**src/design/esdt_pkg.sv**
```systemverilog
// ----------------------------------------------------------------------------
// esdt_pkg: shared constants and helpers for the epoch to date/time block
// Holds the calendar constants, the reciprocals used for the constant
// divisions and the ASCII digit formatting helpers.
// ----------------------------------------------------------------------------
`default_nettype none

package esdt_pkg;

  // pipeline depth, register stages from input to output
  localparam int unsigned NUM_STAGES = 7;

  // calendar constants
  localparam logic [16:0] SECS_PER_DAY      = 17'd86400;
  localparam logic [10:0] DAYS_PER_CYCLE    = 11'd1461;
  localparam logic [10:0] DAYS_BEFORE_YEAR3 = 11'd1095;
  localparam logic [10:0] DAYS_BEFORE_YEAR2 = 11'd730;
  localparam logic [10:0] DAYS_PER_YEAR     = 11'd365;
  localparam logic [11:0] SECS_PER_HOUR     = 12'd3600;
  localparam logic [5:0]  SECS_PER_MIN      = 6'd60;
  localparam logic [8:0]  LAST_FEB_DAY      = 9'd58;
  localparam logic [11:0] BASE_YEAR         = 12'd1970;
  localparam logic [19:0] US_MAX            = 20'd999999;

  // reciprocals for exact floor division over the operand ranges used
  // (sec >> 7) / 675 : 25-bit operand, shift 35
  localparam logic [25:0] DAY_RECIP  = 26'd50903317;
  // days / 1461 : 16-bit operand, shift 27
  localparam logic [16:0] CYC_RECIP  = 17'd91868;
  // (sec >> 4) / 225 : 13-bit operand, shift 21
  localparam logic [13:0] HOUR_RECIP = 14'd9321;
  // (sec >> 2) / 15 : 10-bit operand, shift 14
  localparam logic [10:0] MIN_RECIP  = 11'd1093;
  // (us >> 3) / 125 : 17-bit operand, shift 24
  localparam logic [17:0] KILO_RECIP = 18'd134218;
  // v / 100 for v < 1000, shift 12
  localparam logic [5:0]  HUND_RECIP = 6'd41;
  // v / 10 for v < 100, shift 11
  localparam logic [7:0]  TEN_RECIP  = 8'd205;

  // ASCII characters of the text
  localparam logic [7:0] ASCII_ZERO  = 8'h30;
  localparam logic [7:0] ASCII_COLON = 8'h3a;
  localparam logic [7:0] ASCII_SPACE = 8'h20;

  // one decimal digit (0..9) to ASCII
  function automatic logic [7:0] ascii_digit(input logic [3:0] v);
    ascii_digit = ASCII_ZERO | {4'd0, v};
  endfunction

  // value 0..99 to two ASCII digits, tens in the top byte
  function automatic logic [15:0] ascii_two(input logic [6:0] v);
    logic [14:0] prod;
    logic [3:0]  tens;
    logic [6:0]  ones;
    prod = 15'(v) * 15'(TEN_RECIP);
    tens = prod[14:11];
    ones = v - 7'(tens) * 7'd10;
    ascii_two = {ascii_digit(tens), ascii_digit(ones[3:0])};
  endfunction

endpackage : esdt_pkg

`default_nettype wire

```
**src/design/epoch_seconds_to_datetime_text.sv**
```systemverilog
// ----------------------------------------------------------------------------
// epoch_seconds_to_datetime_text: epoch timestamp to calendar date and text
// Converts seconds since 1970 plus microseconds into year, month, day, hour,
// minute and second, the text "YYYY:MM:DD HH:MM:SS" and six microsecond
// digits. Every fourth year is leap, so dates are exact through 2099.
// ----------------------------------------------------------------------------
// Usage
//   Input channel in_valid / in_stall carries in_epoch_seconds and
//   in_micro_seconds; a transfer happens when in_valid is high and in_stall
//   is low. Result channel out_valid / out_stall carries the calendar fields
//   and the ASCII text, one result for each input transfer, in order.
//   Microseconds above 999999 are shown as 999999.
// Pipeline and throughput
//   Seven register stages, s1 to s6 and the output register. One timestamp
//   is taken in every cycle while in_stall is low; each stage holds at most
//   one constant-reciprocal multiplication followed by a subtract or
//   compare, which sets the depth.
// Reset and stall
//   Synchronous reset (rst_n low) empties the pipeline; out_valid drops.
//   When the receiver stalls, the output register holds its result and the
//   stages behind it close up empty slots; in_stall rises only once every
//   stage holds a result.
// ----------------------------------------------------------------------------
`default_nettype none

module epoch_seconds_to_datetime_text
  import esdt_pkg::*;
(
  input  wire logic        clk,
  input  wire logic        rst_n,
  // input channel
  input  wire logic        in_valid,
  output logic             in_stall,
  input  wire logic [31:0] in_epoch_seconds,
  input  wire logic [19:0] in_micro_seconds,
  // result channel
  output logic             out_valid,
  input  wire logic        out_stall,
  output logic [11:0]      out_year,
  output logic [3:0]       out_month,
  output logic [4:0]       out_day,
  output logic [4:0]       out_hour,
  output logic [5:0]       out_minute,
  output logic [5:0]       out_second,
  output logic [63:0]      out_text_head,
  output logic [63:0]      out_text_middle,
  output logic [23:0]      out_text_tail,
  output logic [47:0]      out_subsec_text
);

  // --------------------------------------------------------------------------
  // stage valid bits and advance enables
  // --------------------------------------------------------------------------
  logic [NUM_STAGES-1:0] vld_r;
  logic [NUM_STAGES-1:0] vld_nxt;
  logic [NUM_STAGES-1:0] stage_en;

  // a stage may load when it is empty or the stage after it moves on
  always_comb begin
    stage_en[NUM_STAGES-1] = !vld_r[NUM_STAGES-1] || !out_stall;
    for (int k = NUM_STAGES - 2; k >= 0; k--) begin
      stage_en[k] = !vld_r[k] || stage_en[k+1];
    end
  end

  always_comb begin
    vld_nxt = vld_r;
    for (int k = 0; k < NUM_STAGES; k++) begin
      if (stage_en[k]) begin
        vld_nxt[k] = (k == 0) ? in_valid : vld_r[(k == 0) ? 0 : k - 1];
      end
    end
  end

  always_ff @(posedge clk) begin
    if (!rst_n) begin
      vld_r <= '0;
    end else begin
      vld_r <= vld_nxt;
    end
  end

  assign in_stall  = !stage_en[0];
  assign out_valid = vld_r[NUM_STAGES-1];

  // --------------------------------------------------------------------------
  // stage 1: day quotient product, microsecond clamp and thousands product
  // --------------------------------------------------------------------------
  logic [31:0] s1_sec_r;
  logic [50:0] s1_day_prod_r, s1_day_prod_nxt;
  logic [19:0] s1_us_r, s1_us_nxt;
  logic [34:0] s1_kilo_prod_r, s1_kilo_prod_nxt;

  always_comb begin
    s1_us_nxt        = (in_micro_seconds > US_MAX) ? US_MAX : in_micro_seconds;
    s1_day_prod_nxt  = 51'(in_epoch_seconds[31:7]) * 51'(DAY_RECIP);
    s1_kilo_prod_nxt = 35'(s1_us_nxt[19:3]) * 35'(KILO_RECIP);
  end

  always_ff @(posedge clk) begin
    if (stage_en[0]) begin
      s1_sec_r       <= in_epoch_seconds;
      s1_day_prod_r  <= s1_day_prod_nxt;
      s1_us_r        <= s1_us_nxt;
      s1_kilo_prod_r <= s1_kilo_prod_nxt;
    end
  end

  // --------------------------------------------------------------------------
  // stage 2: day count, second of day, microseconds split by thousands
  // --------------------------------------------------------------------------
  logic [15:0] s2_days_r, s2_days_nxt;
  logic [16:0] s2_sod_r, s2_sod_nxt;
  logic [9:0]  s2_us_hi_r, s2_us_hi_nxt;
  logic [9:0]  s2_us_lo_r, s2_us_lo_nxt;
  logic [31:0] s2_sod_full;
  logic [19:0] s2_lo_full;

  always_comb begin
    s2_days_nxt  = s1_day_prod_r[50:35];
    s2_sod_full  = s1_sec_r - 32'(s2_days_nxt) * 32'(SECS_PER_DAY);
    s2_sod_nxt   = s2_sod_full[16:0];
    s2_us_hi_nxt = s1_kilo_prod_r[33:24];
    s2_lo_full   = s1_us_r - 20'(s2_us_hi_nxt) * 20'd1000;
    s2_us_lo_nxt = s2_lo_full[9:0];
  end

  always_ff @(posedge clk) begin
    if (stage_en[1]) begin
      s2_days_r  <= s2_days_nxt;
      s2_sod_r   <= s2_sod_nxt;
      s2_us_hi_r <= s2_us_hi_nxt;
      s2_us_lo_r <= s2_us_lo_nxt;
    end
  end

  // --------------------------------------------------------------------------
  // stage 3: four-year cycle, hour, microsecond hundreds digits
  // --------------------------------------------------------------------------
  logic [15:0] s3_days_r;
  logic [5:0]  s3_cyc_r, s3_cyc_nxt;
  logic [16:0] s3_sod_r;
  logic [4:0]  s3_hour_r, s3_hour_nxt;
  logic [3:0]  s3_hi_hund_r, s3_hi_hund_nxt;
  logic [6:0]  s3_hi_rest_r, s3_hi_rest_nxt;
  logic [3:0]  s3_lo_hund_r, s3_lo_hund_nxt;
  logic [6:0]  s3_lo_rest_r, s3_lo_rest_nxt;
  logic [32:0] s3_cyc_prod;
  logic [26:0] s3_hour_prod;
  logic [15:0] s3_hi_prod, s3_lo_prod;
  logic [9:0]  s3_hi_full, s3_lo_full;

  always_comb begin
    s3_cyc_prod    = 33'(s2_days_r) * 33'(CYC_RECIP);
    s3_cyc_nxt     = s3_cyc_prod[32:27];
    s3_hour_prod   = 27'(s2_sod_r[16:4]) * 27'(HOUR_RECIP);
    s3_hour_nxt    = s3_hour_prod[25:21];
    s3_hi_prod     = 16'(s2_us_hi_r) * 16'(HUND_RECIP);
    s3_hi_hund_nxt = s3_hi_prod[15:12];
    s3_hi_full     = s2_us_hi_r - 10'(s3_hi_hund_nxt) * 10'd100;
    s3_hi_rest_nxt = s3_hi_full[6:0];
    s3_lo_prod     = 16'(s2_us_lo_r) * 16'(HUND_RECIP);
    s3_lo_hund_nxt = s3_lo_prod[15:12];
    s3_lo_full     = s2_us_lo_r - 10'(s3_lo_hund_nxt) * 10'd100;
    s3_lo_rest_nxt = s3_lo_full[6:0];
  end

  always_ff @(posedge clk) begin
    if (stage_en[2]) begin
      s3_days_r    <= s2_days_r;
      s3_cyc_r     <= s3_cyc_nxt;
      s3_sod_r     <= s2_sod_r;
      s3_hour_r    <= s3_hour_nxt;
      s3_hi_hund_r <= s3_hi_hund_nxt;
      s3_hi_rest_r <= s3_hi_rest_nxt;
      s3_lo_hund_r <= s3_lo_hund_nxt;
      s3_lo_rest_r <= s3_lo_rest_nxt;
    end
  end

  // --------------------------------------------------------------------------
  // stage 4: day within cycle, second within hour, microsecond text
  // --------------------------------------------------------------------------
  logic [5:0]  s4_cyc_r;
  logic [10:0] s4_dcyc_r, s4_dcyc_nxt;
  logic [4:0]  s4_hour_r;
  logic [11:0] s4_soh_r, s4_soh_nxt;
  logic [47:0] s4_us_text_r, s4_us_text_nxt;
  logic [15:0] s4_dcyc_full;
  logic [16:0] s4_soh_full;

  always_comb begin
    s4_dcyc_full   = s3_days_r - 16'(s3_cyc_r) * 16'(DAYS_PER_CYCLE);
    s4_dcyc_nxt    = s4_dcyc_full[10:0];
    s4_soh_full    = s3_sod_r - 17'(s3_hour_r) * 17'(SECS_PER_HOUR);
    s4_soh_nxt     = s4_soh_full[11:0];
    s4_us_text_nxt = {ascii_digit(s3_hi_hund_r), ascii_two(s3_hi_rest_r),
                      ascii_digit(s3_lo_hund_r), ascii_two(s3_lo_rest_r)};
  end

  always_ff @(posedge clk) begin
    if (stage_en[3]) begin
      s4_cyc_r     <= s3_cyc_r;
      s4_dcyc_r    <= s4_dcyc_nxt;
      s4_hour_r    <= s3_hour_r;
      s4_soh_r     <= s4_soh_nxt;
      s4_us_text_r <= s4_us_text_nxt;
    end
  end

  // --------------------------------------------------------------------------
  // stage 5: year, leap-style day of year, minute
  // --------------------------------------------------------------------------
  logic [11:0] s5_year_r, s5_year_nxt;
  logic [8:0]  s5_doy_r, s5_doy_nxt;
  logic [4:0]  s5_hour_r;
  logic [11:0] s5_soh_r;
  logic [5:0]  s5_min_r, s5_min_nxt;
  logic [47:0] s5_us_text_r;
  logic [10:0] s5_adj;
  logic [1:0]  s5_yic;
  logic [10:0] s5_doy_full;
  logic [20:0] s5_min_prod;

  always_comb begin
    // day 1095 of a cycle is the extra last day of the third year, the leap year
    s5_adj = s4_dcyc_r - ((s4_dcyc_r >= DAYS_BEFORE_YEAR3) ? 11'd1 : 11'd0);
    if (s5_adj >= DAYS_BEFORE_YEAR3) begin
      s5_yic = 2'd3;
    end else if (s5_adj >= DAYS_BEFORE_YEAR2) begin
      s5_yic = 2'd2;
    end else if (s5_adj >= DAYS_PER_YEAR) begin
      s5_yic = 2'd1;
    end else begin
      s5_yic = 2'd0;
    end
    s5_doy_full = s4_dcyc_r - 11'(s5_yic) * DAYS_PER_YEAR
                  - ((s5_yic == 2'd3) ? 11'd1 : 11'd0);
    s5_doy_nxt = s5_doy_full[8:0];
    // common years skip the leap day slot
    if (s5_yic != 2'd2 && s5_doy_nxt > LAST_FEB_DAY) begin
      s5_doy_nxt = s5_doy_nxt + 9'd1;
    end
    s5_year_nxt = BASE_YEAR + 12'({s4_cyc_r, 2'b00}) + 12'(s5_yic);
    s5_min_prod = 21'(s4_soh_r[11:2]) * 21'(MIN_RECIP);
    s5_min_nxt  = s5_min_prod[19:14];
  end

  always_ff @(posedge clk) begin
    if (stage_en[4]) begin
      s5_year_r    <= s5_year_nxt;
      s5_doy_r     <= s5_doy_nxt;
      s5_hour_r    <= s4_hour_r;
      s5_soh_r     <= s4_soh_r;
      s5_min_r     <= s5_min_nxt;
      s5_us_text_r <= s4_us_text_r;
    end
  end

  // --------------------------------------------------------------------------
  // stage 6: month and day, second, century split of the year
  // --------------------------------------------------------------------------
  logic [11:0] s6_year_r;
  logic [3:0]  s6_month_r, s6_month_nxt;
  logic [4:0]  s6_day_r, s6_day_nxt;
  logic [4:0]  s6_hour_r;
  logic [5:0]  s6_min_r;
  logic [5:0]  s6_sec_r, s6_sec_nxt;
  logic [4:0]  s6_cent_r, s6_cent_nxt;
  logic [6:0]  s6_yrem_r, s6_yrem_nxt;
  logic [47:0] s6_us_text_r;
  logic [8:0]  s6_base;
  logic [8:0]  s6_day_full;
  logic [11:0] s6_sec_full;
  logic [11:0] s6_yrem_full;

  // month tree on the leap-style day of year
  always_comb begin
    if (s5_doy_r > 9'd181) begin
      if (s5_doy_r > 9'd273) begin
        if (s5_doy_r > 9'd304) begin
          if (s5_doy_r > 9'd334) begin
            s6_month_nxt = 4'd12; s6_base = 9'd334;
          end else begin
            s6_month_nxt = 4'd11; s6_base = 9'd304;
          end
        end else begin
          s6_month_nxt = 4'd10; s6_base = 9'd273;
        end
      end else if (s5_doy_r > 9'd212) begin
        if (s5_doy_r > 9'd243) begin
          s6_month_nxt = 4'd9; s6_base = 9'd243;
        end else begin
          s6_month_nxt = 4'd8; s6_base = 9'd212;
        end
      end else begin
        s6_month_nxt = 4'd7; s6_base = 9'd181;
      end
    end else if (s5_doy_r > 9'd90) begin
      if (s5_doy_r > 9'd120) begin
        if (s5_doy_r > 9'd151) begin
          s6_month_nxt = 4'd6; s6_base = 9'd151;
        end else begin
          s6_month_nxt = 4'd5; s6_base = 9'd120;
        end
      end else begin
        s6_month_nxt = 4'd4; s6_base = 9'd90;
      end
    end else if (s5_doy_r > 9'd30) begin
      if (s5_doy_r > 9'd59) begin
        s6_month_nxt = 4'd3; s6_base = 9'd59;
      end else begin
        s6_month_nxt = 4'd2; s6_base = 9'd30;
      end
    end else begin
      s6_month_nxt = 4'd1; s6_base = 9'd0;
    end
    // january counts from zero, the others from their base day
    s6_day_full = s5_doy_r - s6_base + ((s6_month_nxt == 4'd1) ? 9'd1 : 9'd0);
    s6_day_nxt  = s6_day_full[4:0];
  end

  always_comb begin
    s6_sec_full = s5_soh_r - 12'(s5_min_r) * 12'(SECS_PER_MIN);
    s6_sec_nxt  = s6_sec_full[5:0];
    if (s5_year_r >= 12'd2100) begin
      s6_cent_nxt = 5'd21;
    end else if (s5_year_r >= 12'd2000) begin
      s6_cent_nxt = 5'd20;
    end else begin
      s6_cent_nxt = 5'd19;
    end
    s6_yrem_full = s5_year_r - 12'(s6_cent_nxt) * 12'd100;
    s6_yrem_nxt  = s6_yrem_full[6:0];
  end

  always_ff @(posedge clk) begin
    if (stage_en[5]) begin
      s6_year_r    <= s5_year_r;
      s6_month_r   <= s6_month_nxt;
      s6_day_r     <= s6_day_nxt;
      s6_hour_r    <= s5_hour_r;
      s6_min_r     <= s5_min_r;
      s6_sec_r     <= s6_sec_nxt;
      s6_cent_r    <= s6_cent_nxt;
      s6_yrem_r    <= s6_yrem_nxt;
      s6_us_text_r <= s5_us_text_r;
    end
  end

  // --------------------------------------------------------------------------
  // stage 7: output register with the date and time text
  // --------------------------------------------------------------------------
  logic [11:0] out_year_r;
  logic [3:0]  out_month_r;
  logic [4:0]  out_day_r;
  logic [4:0]  out_hour_r;
  logic [5:0]  out_minute_r;
  logic [5:0]  out_second_r;
  logic [63:0] out_head_r, out_head_nxt;
  logic [63:0] out_middle_r, out_middle_nxt;
  logic [23:0] out_tail_r, out_tail_nxt;
  logic [47:0] out_subsec_r;

  always_comb begin
    out_head_nxt   = {ascii_two(7'(s6_cent_r)), ascii_two(s6_yrem_r), ASCII_COLON,
                      ascii_two(7'(s6_month_r)), ASCII_COLON};
    out_middle_nxt = {ascii_two(7'(s6_day_r)), ASCII_SPACE, ascii_two(7'(s6_hour_r)),
                      ASCII_COLON, ascii_two(7'(s6_min_r))};
    out_tail_nxt   = {ASCII_COLON, ascii_two(7'(s6_sec_r))};
  end

  always_ff @(posedge clk) begin
    if (stage_en[6]) begin
      out_year_r   <= s6_year_r;
      out_month_r  <= s6_month_r;
      out_day_r    <= s6_day_r;
      out_hour_r   <= s6_hour_r;
      out_minute_r <= s6_min_r;
      out_second_r <= s6_sec_r;
      out_head_r   <= out_head_nxt;
      out_middle_r <= out_middle_nxt;
      out_tail_r   <= out_tail_nxt;
      out_subsec_r <= s6_us_text_r;
    end
  end

  assign out_year        = out_year_r;
  assign out_month       = out_month_r;
  assign out_day         = out_day_r;
  assign out_hour        = out_hour_r;
  assign out_minute      = out_minute_r;
  assign out_second      = out_second_r;
  assign out_text_head   = out_head_r;
  assign out_text_middle = out_middle_r;
  assign out_text_tail   = out_tail_r;
  assign out_subsec_text = out_subsec_r;

endmodule : epoch_seconds_to_datetime_text

`default_nettype wire

```
**config.mk**
```make
export PLATFORM = sky130hd
export DESIGN_NAME = epoch_seconds_to_datetime_text
export DESIGN_NICKNAME = d
export VERILOG_FILES = /design/src/design/esdt_pkg.sv /design/src/design/epoch_seconds_to_datetime_text.sv
export SDC_FILE = /design/constraint.sdc
export NUM_CORES = 2
export LEC_CHECK = 0
export BUFFER_PORTS_ARGS = -buffer_cell sky130_fd_sc_hd__buf_2
export CAP_MARGIN = 10
export CORE_ASPECT_RATIO = 1.2
export CORE_UTILIZATION = 30
export DETAILED_ROUTE_END_ITERATION = 16
export HOLD_SLACK_MARGIN = 0.12
export PLACE_DENSITY = 0.49
export SLEW_MARGIN = 5
export SYNTH_ARGS = -nofsm -noshare
export SYNTH_HDL_FRONTEND = slang
export SYNTH_SLANG_ARGS = --single-unit
```
**constraint.sdc**
```tcl
create_clock -name clk -period 7.95 [get_ports clk]
set_input_delay 0 -clock clk [delete_from_list [all_inputs] [get_ports clk]]
set_output_delay 0 -clock clk [all_outputs]
set_load 0.05 [all_outputs]
```
==> summary.md <==
| Metric | Value |
|---|---|
| Design area | `around 53000 um2` |
| Placed cell area | `between 50000 and 60000 um2` |
| Antenna Nets Post-Route | `0` |
| Vias | `about 28000` |
| Total GRT Usage | `0.1191` |
| Area of the multi-input gates | `29950 um2` |
| Cell count of the worst reg-to-reg path | `25` |
| Residual DRC count | `0` |
| Post-synth cell types | `84` |
| Outcome | `completed` |
| Register bit count reported by yosys | `460` |
| Worst-Skew Late Latency | `roughly 620 ps` |
| Slew @ Worst Pin | `922.8 ps` |
| I/O Buffers | `~160` |
| Proportion of layout cells with a drive suffix above 1 | `0.07188` |
| Final layout net count | `slightly below 6000` |
| Main area contributors after synthesis | `ha_1 29%, edfxtp_1 28%, fa_1 19%, inv_1 7.4%, xnor2_1 2.9%` |
| Ys async rst share | `0` |
| Clk_skew | `approximately 19 ps` |
| WHS Path Cells | `2` |
| Reg2Reg Launch Point | `s4_dcyc_r[2]$_DFFE_PP_` |
| Sink Count | `460` |
| GRT overflow | `0` |
| Post-Synthesis Cells | `~4100` |
| Slew Viols, Final | `0` |
| Largest net degree at the start of global routing | `67` |
| Post-synth EDFFs | `~450` |
| Initial Utilization | `0.3022` |
| Hold_sp | `in_epoch_seconds[6]` |
| Die height | `~440 um` |
| Period Utilization, post-route | `0.9125` |
| CTS H-tree lvls | `2` |
| GR Util met2 | `0.2198` |
| Die area | `around 160000 um2` |
| Max Cap Viol | `0` |
| WHS Endpoint | `s1_sec_r[6]$_DFFE_PN_` |
| Antenna fix cells | `0` |
| Initial antenna violation count | `3` |
| R2R Setup Slk | `just under 700 ps` |
| I/O pins | `296` |
| 1st-iter DRT viols | `between 700 and 800` |
| Ys Warns | `0` |
| # fillers | `roughly 16000` |
| Placer Congestion | `around 0.82` |
| CTS tree | `built` |
| Final min period | `slightly above 7000 ps` |
| RSZ-0062 raised after global routing | `false` |
| GR Util met1 | `0.1493` |
| CP required | `8290 ps` |
| Met3 Resource Use GR | `0.01049` |
| Vias per cell | `about 4.3` |
| Main synth FF type | `edfxtp_1` |
| First-pass DRT Iterations | `5` |
| Routed wire length per instance | `roughly 14 um` |
| Layout Utilization | `0.3335` |
| Setup Crit Path Kind | `reg -> reg` |
| Area of the core | `158400 um2` |
| Crit Path Max Fanout | `13` |
| P&R area growth vs syn | `10.38%` |
| CP Launch Type | `register` |
| Top cell type's share of synthesized area | `0.2866` |
| Worst EP arrival | `between 7000 and 8000 ps` |
| Final Hold Vio Count | `0` |
| Die width | `about 370 um` |
| Top Usage Layer GRT | `met2` |
| Setup-failing EPs final | `0` |
| First-pass GRT wire length | `about 160000 um` |
| CTS max path bufs | `3` |
| Hold Crit Class | `in -> reg` |
| Area leader, netlist | `ha_1` |
| Cell Rows | `160` |
| Post-route setup TNS | `0 ps` |
| Seq/Total Area, Yosys | `0.2872` |
| Vias in the first global route | `between 20000 and 30000` |
| Critical Path End Type | `register` |
| Clock slew at the register clock pins of the worst setup and hold paths | `~60 ps` |
| Relative slew margins | `0.3848` |
| Sequential cell area | `13740 um2` |
| Total CTS buffers | `53` |
| Synth Cell Area | `between 40000 and 50000 um2` |
| Hpwl dp | `~78000 um` |
| Fmax | `about 140 MHz` |
| Synth Area per Inst | `between 10 and 15 um2` |
| Root Driver | `clkbuf_16` |
| Final Routed Wirelength | `93040 um` |
| Worst R2R End | `s5_doy_r[6]$_DFFE_PP_` |
-- cell usage in the layout (no fill, tap or decap), types with 7 or more instances in the layout --
cell and instances:
ha_1 1096, inv_1 940, edfxtp_1 453, fa_1 449, buf_2 164, xnor2_1 159
a21oi_1 131, conb_1 131, nand2_1 81, nor2_1 79, a21o_1 78, o21ai_0 72
xor2_1 61, clkbuf_16 53, dlygate4sd3_1 36, nor2b_1 33, or2_2 24, nand2b_1 24
nand4_1 21, nand3_1 21, nor3_1 18, a31oi_1 16, o21bai_1 15, clkinv_2 15
and2_1 14, a211oi_1 14, and3_1 13, o211ai_1 12, o21a_1 12, a31o_2 10
buf_4 10, a41o_1 9, clkbuf_1 7, dfxtp_1 7
-- final cells by class --
| type | instances | share of cell area |
|---|---|---|
| tap | 2106 | 0.04989 |
| timing repair buffer | 210 | 0.02379 |
| sequential | 460 | 0.2602 |
| multi-input combinational | 2698 | 0.5672 |
| clock inverter | 36 | 0.005686 |
| inverter | 944 | 0.06709 |
| clock buffer | 62 | 0.02613 |
-- critical path, cell delays in order, from the launching register on --
cell      delay [ps]
edfxtp_1         640
nand3_1          140
a31o_2           270
a21oi_1          170
ha_1             250
ha_1             390
nor4b_4          380
nand2_1          150
nand2_1          130
o211ai_1         100
o21ai_1          570
inv_2            200
o21ai_1          340
fa_1             490
fa_1             410
inv_1             90
fa_1             200
a21boi_1         110
o21ba_2          210
o2111a_1         240
a211oi_1         460
xnor2_2          210
nor4_2            90
a211oi_4         430
nand4_1          170
xnor2_1          160
-- cell usage after synthesis, types with 16 or more instances --
cell type,count
a21o_1,78
a21oi_1,131
a31oi_1,16
buf_4,138
edfxtp_1,453
fa_1,449
ha_1,1096
inv_1,943
nand2_1,85
nand2b_1,24
nand3_1,21
nand4_1,21
nor2_1,79
nor2b_1,33
nor3_1,18
o21ai_0,72
or2_2,24
xnor2_1,159
xor2_1,61
-- state kept, by name (all words and copies together), names as in the netlist, 16 cells and up --
| signal | cells |
|---|---|
| s2_days_r | 16 |
| s2_sod_r | 17 |
| s1_sec_r | 17 |
| s1_day_prod_r | 16 |
| s5_us_text_r | 24 |
| out_text_head | 17 |
| s6_us_text_r | 24 |
| out_subsec_text | 24 |
| s4_us_text_r | 24 |
| out_text_middle | 16 |
-- repair_timing --
item | in CTS | in global routing
gates resized for setup | 0 | 0
endpoints found under the hold margin | 82 | 0
buffers inserted | 0 | 0
setup endpoints to repair | 0 | 0
hold buffers | 36 | 0
-- layer usage --
metal  wire length [um]  share of wire
met1              41920           0.45
met2              47430           0.51
met3               1940          0.021
met4               1735          0.019
met5                 17        0.00018
-- logic make-up after synthesis --
kind of cell | synth area share
adders and majority gates | 0.4745
DFF | 0.2872
muxes | 0.0006799
other | 0.0001570
buffers and inverters | 0.09717
AOI/OAI and AO/OA | 0.05881
and+or+nand+nor | 0.04087
xor gates and xnor gates | 0.04061
-- worst max path at each step --
stage	start	end	slack [ps]	depth (start not counted)
floorplan	s4_dcyc_r[2]$_DFFE_PP_	s5_doy_r[7]$_DFFE_PP_	1780	27
global placement	s4_dcyc_r[2]$_DFFE_PP_	s5_doy_r[7]$_DFFE_PP_	840	25
detailed placement	s4_dcyc_r[2]$_DFFE_PP_	s5_doy_r[7]$_DFFE_PP_	660	25
CTS	s4_dcyc_r[2]$_DFFE_PP_	s5_doy_r[4]$_DFFE_PP_	650	25
global route	s4_dcyc_r[2]$_DFFE_PP_	s5_doy_r[6]$_DFFE_PP_	50	25
finish	s4_dcyc_r[2]$_DFFE_PP_	s5_doy_r[6]$_DFFE_PP_	700	25
-- metrics by stage --
step,cells,hold slack [ps],worst slack [ps]
after floorplan,4254,98.87,1780
after global placement,6382,199.5,835.3
after detailed placement,6382,206.7,661.0
after CTS,6516,130.9,653.3
after global routing,6516,154.0,49.50
final,6516,184.0,695.5
Power is left out: the tool's default activity adds up to more than one toggle a clock period on the data nets, which glitch-free logic cannot reach.
